===== config.mk =====
export PLATFORM = sky130hd
export DESIGN_NAME = sortpq_ctrl
export DESIGN_NICKNAME = d
export VERILOG_FILES = /design/src/sortpq_pkg.sv /design/src/sortpq_ctrl.sv
export SDC_FILE = /design/constraint.sdc
export NUM_CORES = 1
export LEC_CHECK = 0
export ABC_AREA = 1
export BUFFER_PORTS_ARGS = -buffer_cell sky130_fd_sc_hd__buf_2
export CAP_MARGIN = 10
export CORE_AREA = 2 2 39 41
export DETAILED_ROUTE_END_ITERATION = 6
export DIE_AREA = 0 0 41 43
export SLEW_MARGIN = 20
export SYNTH_ARGS = -nofsm -noshare
export SYNTH_HDL_FRONTEND = slang
export SYNTH_SLANG_ARGS = --single-unit

===== constraint.sdc =====
create_clock -name i_clk -period 0.8 [get_ports i_clk]
set_input_delay 0.12 -clock i_clk [delete_from_list [all_inputs] [get_ports i_clk]]
set_output_delay 0.12 -clock i_clk [all_outputs]
set_load 0.02 [all_outputs]

===== src/sortpq_pkg.sv =====
// shared types and constants for the sorted priority queue
// used by sortpq_ctrl, sortpq_dpath and sorted_priority_queue; no dependencies
package sortpq_pkg;

    localparam int CAPACITY_DEF = 64;
    localparam int KEY_BITS_DEF = 32;

    localparam logic CMD_INSERT  = 1'b0;
    localparam logic CMD_EXTRACT = 1'b1;

    localparam logic [1:0] ST_OK    = 2'd0;
    localparam logic [1:0] ST_EMPTY = 2'd1;
    localparam logic [1:0] ST_FULL  = 2'd2;

    typedef enum logic {
        S_IDLE,
        S_EXEC
    } t_state;

    typedef enum logic [1:0] {
        OP_INSERT,
        OP_EXTRACT,
        OP_REJECT_FULL,
        OP_REJECT_EMPTY
    } t_op;

    // controller to datapath
    typedef struct packed {
        logic load;
        logic exec;
        t_op  op;
    } t_ctrl;

    // datapath to controller
    typedef struct packed {
        logic cmd_extract;
        logic full;
        logic empty;
    } t_stat;

endpackage


===== src/sortpq_ctrl.sv =====
// controller for the sorted priority queue: handshake and operation sequencing
// depends on sortpq_pkg
module sortpq_ctrl (
    input  logic              i_clk,
    input  logic              i_rst_n,
    input  logic              i_s_tvalid,
    output logic              o_s_tready,
    output logic              o_m_tvalid,
    input  logic              i_m_tready,
    input  sortpq_pkg::t_stat i_stat,
    output sortpq_pkg::t_ctrl o_ctrl
);

    sortpq_pkg::t_state r_state, n_state;
    logic               r_out_valid, n_out_valid;

    always_ff @(posedge i_clk) begin
        if (!i_rst_n) begin
            r_state     <= sortpq_pkg::S_IDLE;
            r_out_valid <= 1'b0;
        end else begin
            r_state     <= n_state;
            r_out_valid <= n_out_valid;
        end
    end

    always_comb begin
        n_state     = r_state;
        o_s_tready  = 1'b0;
        o_ctrl.load = 1'b0;
        o_ctrl.exec = 1'b0;
        o_ctrl.op   = sortpq_pkg::OP_INSERT;
        unique case (r_state)
            sortpq_pkg::S_IDLE: begin
                // the output register must be free by the time the operation ends
                o_s_tready  = i_rst_n && (!r_out_valid || i_m_tready);
                o_ctrl.load = i_s_tvalid && o_s_tready;
                if (o_ctrl.load) begin
                    n_state = sortpq_pkg::S_EXEC;
                end
            end
            sortpq_pkg::S_EXEC: begin
                o_ctrl.exec = 1'b1;
                if (i_stat.cmd_extract) begin
                    o_ctrl.op = i_stat.empty ? sortpq_pkg::OP_REJECT_EMPTY
                                             : sortpq_pkg::OP_EXTRACT;
                end else begin
                    o_ctrl.op = i_stat.full ? sortpq_pkg::OP_REJECT_FULL
                                            : sortpq_pkg::OP_INSERT;
                end
                n_state = sortpq_pkg::S_IDLE;
            end
            default: n_state = sortpq_pkg::S_IDLE;
        endcase
    end

    always_comb begin
        if (o_ctrl.exec) begin
            n_out_valid = 1'b1;
        end else if (i_m_tready) begin
            n_out_valid = 1'b0;
        end else begin
            n_out_valid = r_out_valid;
        end
    end

    assign o_m_tvalid = r_out_valid;

endmodule


==> results.json <==
{
  "core_area_um2": 1380,
  "grt_max_degree": 5,
  "dp_hpwl_um": 218,
  "critPathKind": "flip-flop to primary output",
  "skew_ns": 0.00292,
  "slew_headroom_pct": 92.5,
  "timing.fmax_mhz": 938,
  "violations": "setup timing",
  "cts_tree": "built",
  "ys_seq_area_share_pct": 33.0,
  "tightestPinTransition_ns": 0.113,
  "grt_pass1_wl_um": 552,
  "grt_usage_pct": 5.21,
  "hp-class": "input pin to flip-flop",
  "clkTransAtPathRegs_ns": 0.03,
  "critPathCaptureType": "primary output",
  "drc": 0,
  "final_util_pct": 20.7,
  "worstPathArrival_ns": 0.95,
  "ios": 13,
  "row_count": 14,
  "cts.path.max_buffers": 2,
  "die_y_um": 43,
  "htreeDepth": 1,
  "wl_per_cell_um": 6.85,
  "numCtsBuffers": 3,
  "syn_area_per_cell_um2": 5.78,
  "cp-start-kind": "flip-flop",
  "rsz0062_at_grt": "yes",
  "crit_top_cell": "buf_6",
  "n_antenna_cell": 0,
  "gp_congestion": 0.635,
  "slowest_stage": "dfxtp_4",
  "cp.required_ns": 0.68,
  "die_w_um": 41,
  "layout_common_cells": "inv_1, buf_2, buf_6, nor2_2, clkbuf_4",
  "drtPass1Iterations": 2,
  "cp_cell_sequence": "buf_6 > o21ai_2 > nor2_2 > buf_6",
  "via_count": 171,
  "synthCells": 21,
  "ir_worst_vdd_mv": 0.636,
  "cts_root_buffer": "clkbuf_4",
  "path_max_fanout": 4,
  "period_needed_ns": 1.07,
  "drt-total-wl_um": 356,
  "antenna_found_initial": 0,
  "postCtsHoldBufs": 0,
  "synthToLayoutAreaGrowth_pct": 136,
  "cts.sinks": 2,
  "syn_nets": 28,
  "ys_types": 7,
  "outcome": "finished with violations",
  "gr-total-overflow": 0,
  "final_layout_size_suffix_gt1_share_pct": 75.0,
  "nets": 45,
  "cap_violations": 0,
  "ys_seq_elements": 2,
  "fin_setup_tns_ns": -1.06,
  "powerDensity_nw_per_um2": 1600,
  "timing.final.crit_share_pct": 133,
  "fin_ws_ns": -0.266,
  "drtIter0Drc": 1,
  "die_area_um2": 1760,
  "p_leak_nw": 0.159,
  "clock_latency_ns": 0.22,
  "yosys_warnings": 0,
  "hold_viol_final": 0,
  "io_buffers": 12,
  "syn_area_um2": 121,
  "slew_viol_final": 0,
  "initial_core_util_pct": 8.77,
  "setup_viol": 5,
  "slowest_delay_ns": 0.34,
  "vias_per_cell": 3.29,
  "ant_nets": 0,
  "grt_pass1_vias": 167
}
[synth_stat cells]
library cell	n	area share, %
inv_1	7	22
a21oi_1	1	4.1
nand2_1	3	9.3
dfxtp_1	2	33
o21ai_0	1	4.1
buf_4	2	12
nor2_1	5	15
[worst paths after layout]
kind                           startpoint                 endpoint  slack, ns  depth (start not counted)
hold / removal                 i_s_tvalid       r_state$_SDFF_PN0_       0.15                          3
setup / recovery       r_state$_SDFF_PN0_                o_ctrl[1]      -0.27                          4
hold reg to reg   o_m_tvalid$_SDFFE_PN0P_  o_m_tvalid$_SDFFE_PN0P_       0.49                          2
setup reg to reg       r_state$_SDFF_PN0_  o_m_tvalid$_SDFFE_PN0P_       0.03                          4
[what timing repair did]
item,in CTS,in global routing
pin swaps,0,3
buffers inserted,1,1
endpoints found under the setup margin,6,6
resized for setup,15,7
[registers in the layout (all words and copies together) (netlist names)]
name        cells
o_m_tvalid      1
r_state         1
[power breakdown]
group	internal [mW]	switching, mW	leakage, nW	total [mW]
registers	0.106	0.00499	0.0175	0.111
clock network	0.166	0.0594	0.0138	0.225
logic	0.0626	0.0608	0.128	0.123
total	0.334	0.125	0.159	0.460
[metal layers]
layer  up-vias  wire (µm)  GRT usage (%)  part of all wire [%]
met4         0          0           8.00                     0
li1         86          -              -                     -
met5         -          0              0                     0
met2        13        189           7.81                    53
met3         0         49           1.57                    14
met1        72        117           3.83                    33
[layout make-up]
class / instances / area [µm²]
Clock buffer: 3 / 22.5
Timing Repair Buffer: 14 / 113
Tap cell: 16 / 20.0
Sequential cell: 2 / 45.0
Multi-Input combinational cell: 10 / 60.1
Inverter: 7 / 26.3
Fill cell: 157 / 1100
[kinds of logic after synthesis]
group / share of synthesized area (%)
buffers and inverters: 34.0
AOI/OAI and AO/OA: 8.24
and+or+nand+nor: 24.7
DFF: 33.0
[per-stage QoR]
stage          hold WS, ns  setup slack, ns  area (µm²)  cells  total power [mW]
6_report             0.146           -0.266         287     52             0.460
5_1_grt              0.159           -0.320         287     52             0.491
4_1_cts              0.118           -0.306         262     51             0.464
3_5_place_dp         0.362          -0.0922         190     47             0.190
3_3_place_gp         0.361          -0.0768         190     47             0.190
2_1_floorplan        0.244          -0.0372         125     21             0.166
[critical path, delay by kind of cell, from the launching register on]
family / cells / cell delay (ns)
flops: 1 / 0.34
buf+inv: 2 / 0.22
simple gates: 1 / 0.11
compound gates: 1 / 0.05
No activity file was read; power rests on OpenSTA's default activity.
